## src/pvs_pkg.sv

```systemverilog
// ============================================================================
// pvs_pkg
// Shared types and constants of the polyphonic voice synthesizer.
// ============================================================================
package pvs_pkg;

    // Commands carried on the input port.
    localparam logic CMD_TICK    = 1'b0;
    localparam logic CMD_NOTE_ON = 1'b1;

    // Register indexes on the configuration port.
    localparam logic [1:0] REG_GAIN    = 2'd0;
    localparam logic [1:0] REG_ATTACK  = 2'd1;
    localparam logic [1:0] REG_DECAY   = 2'd2;
    localparam logic [1:0] REG_RELEASE = 2'd3;

    localparam logic [15:0] GAIN_RST    = 16'd11796;
    localparam logic [15:0] ATTACK_RST  = 16'd576;
    localparam logic [31:0] DECAY_RST   = 32'd4294815186;
    localparam logic [31:0] RELEASE_RST = 32'd4294340992;

    // Envelope constants, Q0.32.
    localparam logic [31:0] ENV_FLOOR   = 32'd644245094;
    localparam logic [31:0] DECAY_START = 32'd3650722202;
    localparam logic [31:0] ENV_SILENT  = 32'd4294967;
    localparam logic [31:0] UNITY_Q32   = 32'hFFFF_FFFF;
    localparam logic [23:0] AGE_MAX     = 24'hFF_FFFF;

    // Sine polynomial constants, Q1.30.
    localparam longint unsigned Q30_ONE     = 64'd1073741824;
    localparam longint unsigned HALF_PI_Q30 = 64'd1686629713;

    typedef struct packed {
        logic [31:0] phase;
        logic [30:0] step;
        logic [23:0] age;
        logic [23:0] hold;
        logic [15:0] velocity;
        logic [31:0] decay_term;
        logic [31:0] release_term;
    } voice_t;

    typedef struct packed {
        logic        start;
        logic [15:0] num;
        logic [15:0] den;
    } div_req_t;

    typedef struct packed {
        logic        done;
        logic [31:0] quot;
    } div_rsp_t;

endpackage

```

## src/pvs_div.sv

```systemverilog
// ============================================================================
// pvs_div
// Radix-2 restoring divider for the attack ramp: floor(num * 2^32 / den),
// valid for num < den. One quotient bit per cycle.
// ============================================================================
module pvs_div
(
    input  logic              clk,
    input  logic              rst_n,
    input  pvs_pkg::div_req_t req,
    output pvs_pkg::div_rsp_t rsp
);

    logic        busy_reg, busy_next;
    logic        done_reg, done_next;
    logic [4:0]  cnt_reg, cnt_next;
    logic [15:0] rem_reg, rem_next;
    logic [15:0] den_reg, den_next;
    logic [31:0] quot_reg, quot_next;
    logic [16:0] rem_shift;
    logic        take;

    always_comb
    begin
        busy_next = busy_reg;
        done_next = 1'b0;
        cnt_next  = cnt_reg;
        rem_next  = rem_reg;
        den_next  = den_reg;
        quot_next = quot_reg;
        rem_shift = {rem_reg, 1'b0};
        take      = rem_shift >= {1'b0, den_reg};
        if (req.start)
        begin
            busy_next = 1'b1;
            cnt_next  = 5'd0;
            rem_next  = req.num;
            den_next  = req.den;
            quot_next = 32'd0;
        end
        else if (busy_reg)
        begin
            // The remainder stays below the divisor, so it fits in 16 bits.
            rem_next  = take ? 16'(rem_shift - {1'b0, den_reg}) : rem_shift[15:0];
            quot_next = {quot_reg[30:0], take};
            cnt_next  = cnt_reg + 5'd1;
            if (cnt_reg == 5'd31)
            begin
                busy_next = 1'b0;
                done_next = 1'b1;
            end
        end
    end

    always_ff @(posedge clk or negedge rst_n)
    begin
        if (!rst_n)
        begin
            busy_reg <= 1'b0;
            done_reg <= 1'b0;
            cnt_reg  <= 5'd0;
        end
        else
        begin
            busy_reg <= busy_next;
            done_reg <= done_next;
            cnt_reg  <= cnt_next;
        end
    end

    always_ff @(posedge clk)
    begin
        rem_reg  <= rem_next;
        den_reg  <= den_next;
        quot_reg <= quot_next;
    end

    assign rsp.done = done_reg;
    assign rsp.quot = quot_reg;

endmodule

```

## config.mk

```make
export PLATFORM = sky130hd
export DESIGN_NAME = pvs_div
export DESIGN_NICKNAME = d
export VERILOG_FILES = /design/src/pvs_pkg.sv /design/src/pvs_div.sv
export SDC_FILE = /design/constraint.sdc
export NUM_CORES = 1
export LEC_CHECK = 0
export ABC_CLOCK_PERIOD_IN_PS = 2900
export BUFFER_PORTS_ARGS = -buffer_cell sky130_fd_sc_hd__buf_2
export CAP_MARGIN = 20
export CORE_ASPECT_RATIO = 0.8
export CORE_MARGIN = 2
export CORE_UTILIZATION = 50
export CTS_CLUSTER_SIZE = 28
export DETAILED_ROUTE_END_ITERATION = 8
export MAX_ROUTING_LAYER = met4
export PLACE_DENSITY = 0.73
export SLEW_MARGIN = 10
export SYNTH_ARGS = -nofsm -noshare
export SYNTH_HDL_FRONTEND = slang
export SYNTH_SLANG_ARGS = --single-unit
```

## constraint.sdc

```tcl
create_clock -name clk -period 2.9 [get_ports clk]
set_input_delay 0.58 -clock clk [delete_from_list [all_inputs] [get_ports clk]]
set_output_delay 0.58 -clock clk [all_outputs]
set_load 0.01 [all_outputs]
```

### Yosys cells after proc, flatten, opt, wreduce, memory -nomap -nowiden

Index checks and enable logic that the tools add are counted.

| operators by class | value |
|---|---|
| $add $sub $neg | 2 |
| divide/modulo/power cells | 0 |
| equal/unequal tests | 1 |
| $mul | 0 |
| magnitude comparators | 1 |
| bitwise logic cells | 0 |
| reduce and logical (&&, ||, !) cells | 1 |
| muxes and demuxes | 11 |
| shift-type cells | 0 |

Operators with widths:

| kind | number |
|---|---|
| 16-bit two-way mux | 3 |
| 17-bit by 16-bit >= comparator with 1-bit output | 1 |
| 16-bit subtractor | 1 |
| 5-bit two-way mux | 2 |
| 1-bit two-way mux | 6 |
| 5-bit by 1-bit adder with 5-bit output, second input constant | 1 |
| 5-bit equality test, second input constant | 1 |
| 2-bit nonzero test | 1 |

| storage, ports and cells | value |
|---|---|
| memories | 0 |
| output and inout bits | 33 |
| word-level logic and storage cells | 22 |
| bits in latches | 0 |
| bits in writable memories | 0 |
| input port bits | 35 |
| bits in registers | 71 |
| memory bits (read-only) | 0 |

### Logic depth before layout (Yosys ltp)

Gate-level depths: netlist of the first run.

| depth | value |
|---|---|
| depth in word-level cells | 4 |
| depth in mapped cells | 11 |

### Worst setup path before layout of the first run

OpenSTA, ideal clock, no wires.

| path | value |
|---|---|
| path kind | flip-flop to flip-flop |
| start point | register rem_reg[5] |
| end point | register rem_reg[1], data pin |
| setup time | 0.260 ns |
| required time | 2.640 ns |
| clock period less this slack | 2.480 ns |
| data arrival time | 2.219 ns |
| setup slack | 0.420 ns |
| cell stages (with the launch flop) | 11 |
| cells stage by stage | edfxtp_1 > ha_1 > buf_6 > a21o_1 > a31o_1 > a22o_1 > a211oi_2 > o21a_1 > buf_6 > mux2i_1 > mux2_4 |

| between the ends | value |
|---|---|
| cells in the longest elaborated chain, start to end | 4 |

RTL lines:

| item | RTL line | RTL |
|---|---|---|
| start: declaration | pvs_div.sv:17 | `logic [15:0] rem_reg, rem_next;` |
| start signal: assignment | pvs_div.sv:73 | `rem_reg <= rem_next;` |
| 17-bit by 16-bit >= comparator with 1-bit output | pvs_div.sv:32 | `take = rem_shift >= {1'b0, den_reg};` |
| 16-bit two-way mux | pvs_div.sv:44 | `rem_next = take ? 16'(rem_shift - {1'b0, den_reg}) : rem_shift[15:0];` |
| 16-bit two-way mux | pvs_div.sv:41 | `else if (busy_reg)` |
| 16-bit two-way mux | pvs_div.sv:33 | `if (req.start)` |
| via rem_next[1] | pvs_div.sv:17 |  |

The timed path passes the listed nets, and every way through them passes these cells. The select of a mux whose other input is x is not followed.
A chain may end at the register's enable or synchronous reset.

### Worst setup path in the final report of the first run

| path | value |
|---|---|
| start point | register rem_reg[5] |
| end point | register rem_reg[15], data pin |

| between the ends | value |
|---|---|
| cells in the longest elaborated chain, start to end | 4 |

RTL lines:

| item | RTL line |
|---|---|
| 16-bit subtractor or 17-bit by 16-bit >= comparator with 1-bit output (tied branches) | pvs_div.sv:44, pvs_div.sv:32 |
| 16-bit two-way mux * | pvs_div.sv:44 |
| 16-bit two-way mux * | pvs_div.sv:41 |
| 16-bit two-way mux * | pvs_div.sv:33 |
| via rem_next[15] | pvs_div.sv:17 |

The timed path passes the listed nets; every way through them passes the cells marked *. The select of a mux whose other input is x is not followed.

==> results of run 1 <==
per-stage QoR:
stage | std cells | area, um^2 | hold slack [ps] | util
global route | 501 | 4210 | 39.97 | 0.6079
detailed placement | 485 | 3994 | 420.8 | 0.5767
CTS | 501 | 4200 | 33.70 | 0.6065
finish | 501 | 4210 | 40.34 | 0.6079
global placement | 485 | 3994 | 421.7 | 0.5767
floorplan | 345 | 3606 | 284.4 | -
worst paths after layout:
| check | slack, ps | startpoint | end | cells after the start |
|---|---|---|---|---|
| setup / recovery | 170 | rem_reg[5]$_DFFE_PP_ | rem_reg[15]$_DFFE_PP_ | 8 |
| hold / removal | 40 | rst_n | cnt_reg[4]$_DFFE_PN0P_ | 1 |
| setup reg to reg | 170 | rem_reg[5]$_DFFE_PP_ | rem_reg[15]$_DFFE_PP_ | 8 |
| hold reg to reg | 500 | quot_reg[31]$_SDFFE_PP0P_ | quot_reg[31]$_SDFFE_PP0P_ | 2 |
| max in group asynchronous | 2690 | rst_n | busy_reg$_DFF_PN0_ | 1 |
| min in group clk | 400 | req[3] | den_reg[3]$_DFFE_PP_ | 1 |
layout make-up:
type                    count  share of cell area
flip-flops and latches     71              0.4223
multi-input cells         234              0.3955
repair buffers             72             0.08856
clock buffers              11             0.03626
well taps                  87             0.02585
inverters                  21             0.01872
clock inverters             5             0.01278
power groups by stage:
stage | registers [mW] | logic, mW | clock network, mW
final | 1.30 | 1.37 | 0.828
after global routing | 1.31 | 1.51 | 0.892
after floorplan | 1.30 | 1.07 | 0
after global placement | 1.31 | 1.27 | 0
after CTS | 1.30 | 1.32 | 0.859
after detailed placement | 1.32 | 1.31 | 0
cells in the final DEF, fill, tap and decap left out, drive strengths merged, types with 2 or more instances in the layout:
cell / count
nand4: 3
nand2: 9
nand3: 8
a21boi: 2
a21o: 5
xor2: 4
xnor2: 6
nor3: 4
dfxtp: 32
o31ai: 3
nor4b: 2
nor2b: 3
o21a: 7
clkinv: 3
a211oi: 4
and3: 5
a21oi: 17
clkbuf: 11
mux2i: 43
o21ai: 10
dfrtp: 7
o21bai: 2
nor4: 2
edfxtp: 32
nor2: 59
inv: 22
ha: 18
buf: 72
logic make-up (layout without fill, tap and decap cells):
| group | Yosys count | count (layout) | share of synthesized area |
|---|---|---|---|
| and+or+nand+nor | 99 | 99 | 0.1256 |
| DFF | 71 | 71 | 0.4927 |
| AOI/OAI and AO/OA | 62 | 62 | 0.1176 |
| muxes | 44 | 44 | 0.1235 |
| buffers and inverters | 40 | 109 | 0.04823 |
| adders and majority gates | 19 | 19 | 0.06801 |
| xor gates and xnor gates | 10 | 10 | 0.02429 |
worst register-to-register path, delay by kind of cell, from the launching register on:
kind,cells,cell delay (ps)
compound gates,5,1230
fa+ha+maj,1,420
flops,1,400
simple gates,2,530
routing by layer:
layer / vias up / track usage
met1: 1291 / 0.2769
li1: 1352 / -
met5: - / -
met4: 0 / 0.08219
met2: 76 / 0.3068
met3: 11 / 0.05517
repair_timing:
item / in CTS / in global routing
gates resized for setup: 0 / 3
hold endpoints to repair: 0 / 0
endpoints found under the setup margin: 0 / 12
==> impl_metrics.csv, run 1 <==
group,metric,value,unit
worst_setup_path,crit_fanout,15,
logic_synthesis,synthTopCellsByCount,"59 x nor2_1, 43 x mux2i_1, 32 x dfxtp_1, 32 x edfxtp_1, 20 x inv_1",
power,p_switching,1.221,mW
floorplanning,start_util,0.5207,
run_status,status,"finished clean",
logic_synthesis,synth_nets,399,
sta,max_slew.worst_pin.slew,783.6,ps
cells_and_area,drive_above_1_share,0.2295,
cts,clock-sinks,71,
sta,min_period,2733,ps
worst_setup_path,crit_type,"flip-flop to flip-flop",
worst_setup_path,end_kind,"flip-flop",
detailed_routing,totalWireLength,7484,um
power,internal_power,2.268,mW
cts,htree_levels,3,
worst_setup_path,max_stage_delay,420,ps
logic_synthesis,synth_edf_count,32,
detailed_routing,drt_iter0_markers,117,
power,seq_power_share,0.371,
floorplanning,core,6925,um^2
hold_path,min-delay-path-class,"input pin to asynchronous set/reset pin",
power,finalPower,3.489,mW
cells_and_area,largest_reg_flops,32,
power,cellPowerDensity,828.8,nW/um^2
worst_setup_path,critPathTopFamily,"compound AO/OA/AOI/OAI gates",
detailed_routing,dr.pass1.iters,4,
run,maxCapViolCount,0,
placed_design,port_buffers,67,
cts,postCtsSetupRepairBufs,0,
sta,setup_viol,0,
logic_synthesis,yosys_warnings,0,
cells_and_area,n_fill_cell,633,
cts,clkTransAtPathRegs,80,ps
global_routing,grt-ovfl-total,0,
power,p_leak,2.167,nW
logic_synthesis,synth_cell_types,53,
cts,cts_max_path_buffers,2,
placed_design,dp_slack,119.4,ps
logic_synthesis,synth_area_leaders,"edfxtp_1 27%, dfxtp_1 18%, mux2i_1 12%",
cts,numCtsBuffers,9,
cts,cts_hold_buf,0,
worst_setup_path,crit_arrival,2920,ps
cells_and_area,nets,463,
logic_synthesis,ys_seq_area_frac,0.4927,
global_routing,grt_first_pass_wirelength,12460,um
floorplanning,rows,27,
worst_setup_path,start_kind,"flip-flop",
logic_synthesis,syn_avg_cell_area,10.45,um^2
detailed_routing,wl_per_cell,14.94,um
detailed_routing,ant_nets,0,
worst_setup_path,path_cells,"ha_1, a21o_1, a31o_1, a22o_1, a211oi_2, o21ai_4, and4_1, nor4_2",
logic_synthesis,ys.flop_type,"edfxtp_1",
detailed_routing,drc,0,
worst_setup_path,required,3090,ps
logic_synthesis,synth.most_common_cell,"nor2_1",
cells_and_area,areaGrowthSynthToFinish,16.76,%
global_routing,grtUsageTotal,0.2087,
floorplanning,num_io_pins,68,
logic_synthesis,synth.cell_area,3606,um^2
global_routing,grt_max_degree,40,
sta,fmax,365.9,MHz
global_routing,grt_pass1_vias,2618,
detailed_routing,top_layer,"met4",
detailed_routing,vias,2730,
placed_design,hpwl,5194,um
power,clockPowerShare,0.237,
cells_and_area,ff_latch_area,1778,um^2
sta,relSlewSlack,0.4764,
sta,setup_tns,0,ps
power,p_comb_frac,0.391,
logic_synthesis,async_flop_share,0.09859,
detailed_routing,wl_met1,3656,um
cells_and_area,n_antenna_cell,0,
cts,worst_skew_pair.late_latency,350,ps
logic_synthesis,yosysTopAreaCell,"edfxtp_1",
cells_and_area,multi_input_area,1665,um^2
placed_design,place.gp.congestion,0.8883,
floorplanning,die_h,79.96,um
worst_setup_path,critPathBufInv,0,
floorplanning,die_w,98.95,um
logic_synthesis,ys_ff_latch,71,
sta,fin_ws,167.2,ps
detailed_routing,met2_length,3314,um
sta,hold_viol_final,0,
worst_setup_path,critPathSlowestCell,"ha_1",
global_routing,antenna_found_initial,0,
cts,clock-root-buffer,"clkbuf_8",
logic_synthesis,synth_top_area_frac,0.2665,
power,irDropWorstVdd,0.0004151,V
sta,fin_skew,8.463,ps
cts,tritoncts,"yes",
floorplanning,die-area,7911,um^2
sta,slew_violations,0,
power,swShare,0.3500,
sta,rsz0062_at_grt,"no",
sta,post-route-period-util,0.9424,
detailed_routing,wl_met3,400,um
logic_synthesis,syn_inst,345,
detailed_routing,viasPerCell,5.449,
Power figures use the tool's default switching activity.
==> run 2: changes to the inputs <==
--- a/config.mk
+++ b/config.mk
@@ -10,12 +10,11 @@
 export CAP_MARGIN = 20
 export CORE_ASPECT_RATIO = 0.8
 export CORE_MARGIN = 2
-export CORE_UTILIZATION = 50
+export CORE_UTILIZATION = 55
 export CTS_CLUSTER_SIZE = 28
 export DETAILED_ROUTE_END_ITERATION = 8
 export MAX_ROUTING_LAYER = met4
-export PLACE_DENSITY = 0.73
-export SLEW_MARGIN = 10
+export PLACE_DENSITY = 0.79
 export SYNTH_ARGS = -nofsm -noshare
 export SYNTH_HDL_FRONTEND = slang
 export SYNTH_SLANG_ARGS = --single-unit
==> run 2 against run 1 <==
Wire length hardly changed. Sequential power hardly changed. Via count is 0.81% lower. Fmax is 1.1% lower. Total power is 1.5% lower. Clock power is 7.6% lower. Register-to-register slack worse by 30 ps. Largest power group unchanged.
==> impl_metrics.csv, run 2 (synthesized netlist as in run 1, its figures left out) <==
group,metric,value,unit
cts,htree_levels,3,
global_routing,grt_first_pass_wirelength,12360,um
sta,fin_skew,14.04,ps
cells_and_area,final_cell_mix,"67 x buf_2, 59 x nor2_1, 43 x mux2i_1",
cells_and_area,final_common_cell,"buf_2",
power,internal_power,2.215,mW
worst_setup_path,crit_type,"flip-flop to flip-flop",
detailed_routing,drt_iter0_markers,201,
worst_setup_path,critPathSlowestCell,"ha_1",
power,seq_power_share,0.380,
placed_design,place.gp.congestion,0.9249,
cts,clkTransAtPathRegs,80,ps
run_status,status,"finished clean",
worst_setup_path,required,3080,ps
global_routing,grtUsageTotal,0.2274,
worst_setup_path,path_cells,"ha_1, a21o_1, a31o_1, a22o_1, a211oi_2, o21ai_4, and4_1, nor4_2",
cells_and_area,areaGrowthSynthToFinish,16.27,%
cells_and_area,final_util,0.6576,
detailed_routing,dr.pass1.iters,4,
cells_and_area,fin_area,4193,um^2
cts,tritoncts,"yes",
cells_and_area,largest_reg_flops,32,
placed_design,port_buffers,67,
power,p_comb_frac,0.397,
cts,postCtsSetupRepairBufs,0,
worst_setup_path,crit_fanout,15,
global_routing,antenna_found_initial,0,
global_routing,grt-busiest-layer,"met2",
cts,numCtsBuffers,9,
cells_and_area,n_antenna_cell,0,
worst_setup_path,critPathTopFamily,"compound AO/OA/AOI/OAI gates",
worst_setup_path,ff2ff_path_depth,8,
power,p_switching,1.221,mW
power,clockPowerShare,0.223,
detailed_routing,drc,0,
floorplanning,start_util,0.5655,
detailed_routing,vias,2708,
global_routing,grtUsageMet3,0.07122,
placed_design,dp_slack,132.3,ps
sta,post-route-period-util,0.9529,
worst_setup_path,r2r-end,"rem_reg[15]$_DFFE_PP_",
worst_setup_path,critPathLaunch,"rem_reg[5]$_DFFE_PP_",
global_routing,grt_util_met2,0.3236,
floorplanning,core,6376,um^2
placed_design,placed_cell_area,3990,um^2
worst_setup_path,r2r_start,"rem_reg[5]$_DFFE_PP_",
power,cellPowerDensity,819.4,nW/um^2
sta,relSlewSlack,0.4806,
power,p_leak,2.163,nW
floorplanning,rows,26,
floorplanning,die_w,94.53,um
global_routing,grt-ovfl-total,0,
power,irDropWorstVdd,0.0003950,V
detailed_routing,totalWireLength,7483,um
power,swShare,0.3554,
floorplanning,die_h,76.42,um
worst_setup_path,max_stage_delay,410,ps
cts,clock-sinks,71,
sta,setup_viol,0,
floorplanning,die-area,7224,um^2
run,maxCapViolCount,0,
cts,clock-root-buffer,"clkbuf_8",
global_routing,grt_pass1_vias,2658,
floorplanning,num_io_pins,68,
hold_path,min-delay-path-class,"input pin to asynchronous set/reset pin",
worst_setup_path,critPathBufInv,0,
detailed_routing,ant_nets,0,
placed_design,hpwl,5267,um
sta,max_slew.worst_pin.slew,777.2,ps
worst_setup_path,start_kind,"flip-flop",
worst_setup_path,crit_arrival,2940,ps
detailed_routing,viasPerCell,5.438,
sta,fmax,361.9,MHz
global_routing,grt_max_degree,47,
sta,slew_violations,0,
sta,fin_ws,136.5,ps
detailed_routing,wl_per_cell,15.03,um
cts,cts_hold_buf,0,
cells_and_area,drive_above_1_share,0.2319,
sta,hold_viol_final,0,
worst_setup_path,critical_path_depth,8,
worst_setup_path,r2r_slack,140,ps
global_routing,met1_usage,0.3099,
cts,cts_max_path_buffers,2,
worst_setup_path,crit_path_end,"rem_reg[15]$_DFFE_PP_",
sta,min_period,2763,ps
cells_and_area,nets,463,
cts,post_cts_resized,0,
cts,worst_skew_pair.late_latency,360,ps
worst_setup_path,end_kind,"flip-flop",
run 2: cell types whose count changed in the layout (fill, tap and decap cells not counted):
cell,delta
clkinv_1,-1
bufinv_16,-1
inv_4,+1
clkbuf_8,+1
run 2: cell type report:
| class | count | area (um^2) |
|---|---|---|
| Fill cell | 554 | 2183 |
| Sequential cell | 71 | 1778 |
| Multi-Input combinational cell | 234 | 1665 |
| Timing Repair Buffer | 72 | 372.9 |
| Clock buffer | 12 | 166.4 |
| Tap cell | 84 | 105.1 |
| Inverter | 21 | 78.83 |
| Clock inverter | 4 | 26.28 |
run 2: worst min-delay path by stage:
stage | depth (start not counted) | slack, ps | from | endpoint
global placement | 1 | 420 | rst_n | cnt_reg[0]$_DFFE_PN0P_
detailed placement | 1 | 420 | rst_n | cnt_reg[0]$_DFFE_PN0P_
finish | 1 | 50 | rst_n | cnt_reg[0]$_DFFE_PN0P_
CTS | 1 | 40 | rst_n | cnt_reg[0]$_DFFE_PN0P_
floorplan | 0 | 280 | rst_n | busy_reg$_DFF_PN0_
global route | 1 | 40 | rst_n | cnt_reg[2]$_DFFE_PN0P_
run 2: power groups by stage:
stage               Combinational (mW)  Sequential, mW  Clock [mW]
floorplan                         1.07            1.30           0
global placement                  1.27            1.32           0
detailed placement                1.31            1.32           0
CTS                               1.32            1.30       0.782
global route                      1.51            1.32       0.830
finish                            1.37            1.30       0.765
run 2: per-layer routing:
metal	up-vias	wire length, um
li1	1353	-
met1	1263	3627
met2	80	3301
met3	12	434
met4	0	119
met5	-	0
run 2: metrics by stage:
stage	total power, mW	TNS, ps	instances	hold WS (ps)
floorplan	2.366	0	345	284.4
global placement	2.585	0	482	418.5
detailed placement	2.634	0	482	422.3
CTS	3.405	0	498	41.16
global route	3.658	-5.593	498	42.15
finish	3.436	0	498	53.70
run 2: worst register-to-register path, delay by kind of cell, from the launching register on:
kind	cells	cell delay, ps
adder cells (fa/ha/maj)	1	410
AND/OR/NAND/NOR	2	560
flip-flops	1	400
AO/OA/AOI/OAI	5	1230
==> run 3: changes to the inputs <==
--- a/config.mk
+++ b/config.mk
@@ -5,10 +5,9 @@
 export SDC_FILE = /design/constraint.sdc
 export NUM_CORES = 1
 export LEC_CHECK = 0
-export ABC_CLOCK_PERIOD_IN_PS = 2900
+export ABC_CLOCK_PERIOD_IN_PS = 2850
 export BUFFER_PORTS_ARGS = -buffer_cell sky130_fd_sc_hd__buf_2
 export CAP_MARGIN = 20
-export CORE_ASPECT_RATIO = 0.8
 export CORE_MARGIN = 2
 export CORE_UTILIZATION = 55
 export CTS_CLUSTER_SIZE = 28
@@ -18,3 +17,4 @@
 export SYNTH_ARGS = -nofsm -noshare
 export SYNTH_HDL_FRONTEND = slang
 export SYNTH_SLANG_ARGS = --single-unit
+export TNS_END_PERCENT = 10
==> constraint.sdc (replaced) <==
create_clock -name clk -period 2.85 [get_ports clk]
set_input_delay 0.57 -clock clk [delete_from_list [all_inputs] [get_ports clk]]
set_output_delay 0.57 -clock clk [all_outputs]
set_load 0.01 [all_outputs]
==> run 3 against run 2 <==
Critical path depth is 1 higher. Total power is 1.9% higher. Largest cell class unchanged. Die area hardly changed. Critical endpoint unchanged. First-iteration DRC count is 15% lower. Sequential share of layout area hardly changed. Critical path type unchanged. Cell area hardly changed. Global-route usage is 1.7 points lower. Final cell count is 1.0% lower. Via count is 0.37% higher. Combinational power hardly changed. Setup slack better by 4.0 ps. Sequential power hardly changed.
==> impl_metrics.csv, run 3 (synthesized netlist as in run 1, its figures left out) <==
group,metric,value,unit
detailed_routing,viasPerCell,5.513,
sta,setup_tns,0,ps
detailed_routing,wl_per_cell,14.57,um
worst_setup_path,max_stage_delay,400,ps
cells_and_area,finalNonFillerCells,493,
cts,clkTransAtPathRegs,90,ps
placed_design,port_buffers,67,
sta,max_slew.worst_pin.slew,777.9,ps
cells_and_area,largest_reg_flops,32,
floorplanning,die-area,7220,um^2
global_routing,grt_first_pass_wirelength,11760,um
cts,clock-root-buffer,"clkbuf_8",
worst_setup_path,r2r_slack,140,ps
floorplanning,num_io_pins,68,
sta,hold_viol_final,0,
sta,slew_violations,0,
cts,post_cts_resized,0,
power,cellPowerDensity,834.8,nW/um^2
global_routing,grtUsageTotal,0.2107,
sta,rsz0062_at_grt,"no",
floorplanning,start_util,0.5679,
cells_and_area,n_antenna_cell,0,
worst_setup_path,crit_type,"flip-flop to flip-flop",
run_status,status,"finished clean",
worst_setup_path,end_kind,"flip-flop",
cts,cts_hold_buf,0,
detailed_routing,drc,0,
global_routing,grt-ovfl-total,0,
cells_and_area,drive_above_1_share,0.2356,
placed_design,hpwl,4981,um
detailed_routing,ant_nets,0,
run,maxCapViolCount,0,
sta,fin_skew,11.88,ps
cells_and_area,nets,465,
cts,clock-sinks,71,
worst_setup_path,required,3030,ps
cts,worst_skew_pair.late_latency,360,ps
cells_and_area,final_util,0.6607,
worst_setup_path,crit_arrival,2890,ps
cells_and_area,areaGrowthSynthToFinish,16.34,%
hold_path,min-delay-path-class,"input pin to asynchronous set/reset pin",
detailed_routing,drt_iter0_markers,170,
sta,post-route-period-util,0.9507,
detailed_routing,totalWireLength,7184,um
cells_and_area,final_cell_mix,"67 x buf_2, 59 x nor2_1, 43 x mux2i_1",
cells_and_area,final_common_cell,"buf_2",
sta,min_period,2710,ps
detailed_routing,dr.pass1.iters,4,
power,p_leak,2.169,nW
power,finalPower,3.502,mW
floorplanning,core,6350,um^2
cts,numCtsBuffers,9,
worst_setup_path,critPathSlowestCell,"edfxtp_1",
floorplanning,rows,29,
global_routing,grt_max_degree,67,
placed_design,dp.cells,477,
sta,fmax,369.1,MHz
floorplanning,die_w,84.97,um
cts,postCtsSetupRepairBufs,0,
global_routing,grt_pass1_vias,2542,
sta,relSlewSlack,0.4801,
sta,setup_viol,0,
floorplanning,die_h,84.97,um
power,irDropWorstVdd,0.0005983,V
worst_setup_path,start_kind,"flip-flop",
detailed_routing,vias,2718,
worst_setup_path,crit_fanout,7,
worst_setup_path,path_cells,"ha_1, a21o_1, a31o_1, a22o_1, a211oi_2, o21ai_2, buf_4, and4_1, nor4_2",
cts,htree_levels,3,
global_routing,antenna_found_initial,0,
cts,tritoncts,"yes",
cts,cts_max_path_buffers,2,
cells_and_area,n_fill_cell,533,
placed_design,place.gp.congestion,0.9629,
run 3: changes by cell type in the layout (fill, tap and decap cells not counted), sizes merged:
| cell | previous run | this run |
|---|---|---|
| inv | 23 | 26 |
| clkbuf | 12 | 9 |
| buf | 72 | 74 |
run 3: worst paths after layout:
kind	startpoint	endpoint	cells past startpoint
min in group clk	req[9]	den_reg[9]$_DFFE_PP_	1
worst min register to register	quot_reg[31]$_SDFFE_PP0P_	quot_reg[31]$_SDFFE_PP0P_	2
max in group asynchronous	rst_n	busy_reg$_DFF_PN0_	1
worst max-delay path	rem_reg[5]$_DFFE_PP_	rem_reg[15]$_DFFE_PP_	9
worst max register to register	rem_reg[5]$_DFFE_PP_	rem_reg[15]$_DFFE_PP_	9
worst min-delay path	rst_n	cnt_reg[0]$_DFFE_PN0P_	1
run 3: power breakdown:
| part | internal, mW | leakage, nW | total (mW) | switching [mW] |
|---|---|---|---|---|
| logic | 0.632 | 1.40 | 1.38 | 0.750 |
| registers | 1.24 | 0.672 | 1.32 | 0.0805 |
| clock network | 0.346 | 0.101 | 0.799 | 0.453 |
run 3: through the flow:
stage / cell area, um^2 / setup slack, ps / hold slack [ps]
global route: 4195 / 15.49 / 13.98
floorplan: 3606 / 370.3 / 274.4
global placement: 3996 / 216.6 / 405.8
CTS: 4194 / 164.9 / 8.784
detailed placement: 3996 / 201.2 / 415.4
finish: 4195 / 140.5 / 20.87
run 3: metal layers:
layer / wire [um] / vias up / share of wire / global-route usage
li1: - / 1358 / - / -
met4: 51 / 0 / 0.0071 / 0.06061
met2: 3334 / 74 / 0.46 / 0.3232
met1: 3419 / 1279 / 0.48 / 0.2727
met5: 0 / - / 0 / -
met3: 378 / 7 / 0.053 / 0.06226
run 3: worst max-delay path, delay by kind of cell, from the launching register on:
kind | cells | cell delay (ps)
AOI/OAI and AO/OA | 5 | 1090
adders and majority gates | 1 | 400
buffers and inverters | 1 | 210
DFF | 1 | 400
and+or+nand+nor | 2 | 430
run 3: cell type report:
class | count | area, um^2 | share of cell area
repair buffers | 74 | 387.9 | 0.09245
flip-flops and latches | 71 | 1778 | 0.4238
inverters | 21 | 78.83 | 0.01879
clock inverters | 7 | 73.82 | 0.01760
clock buffers | 9 | 123.9 | 0.02953
multi-input cells | 234 | 1657 | 0.3949
well taps | 77 | 96.34 | 0.02296
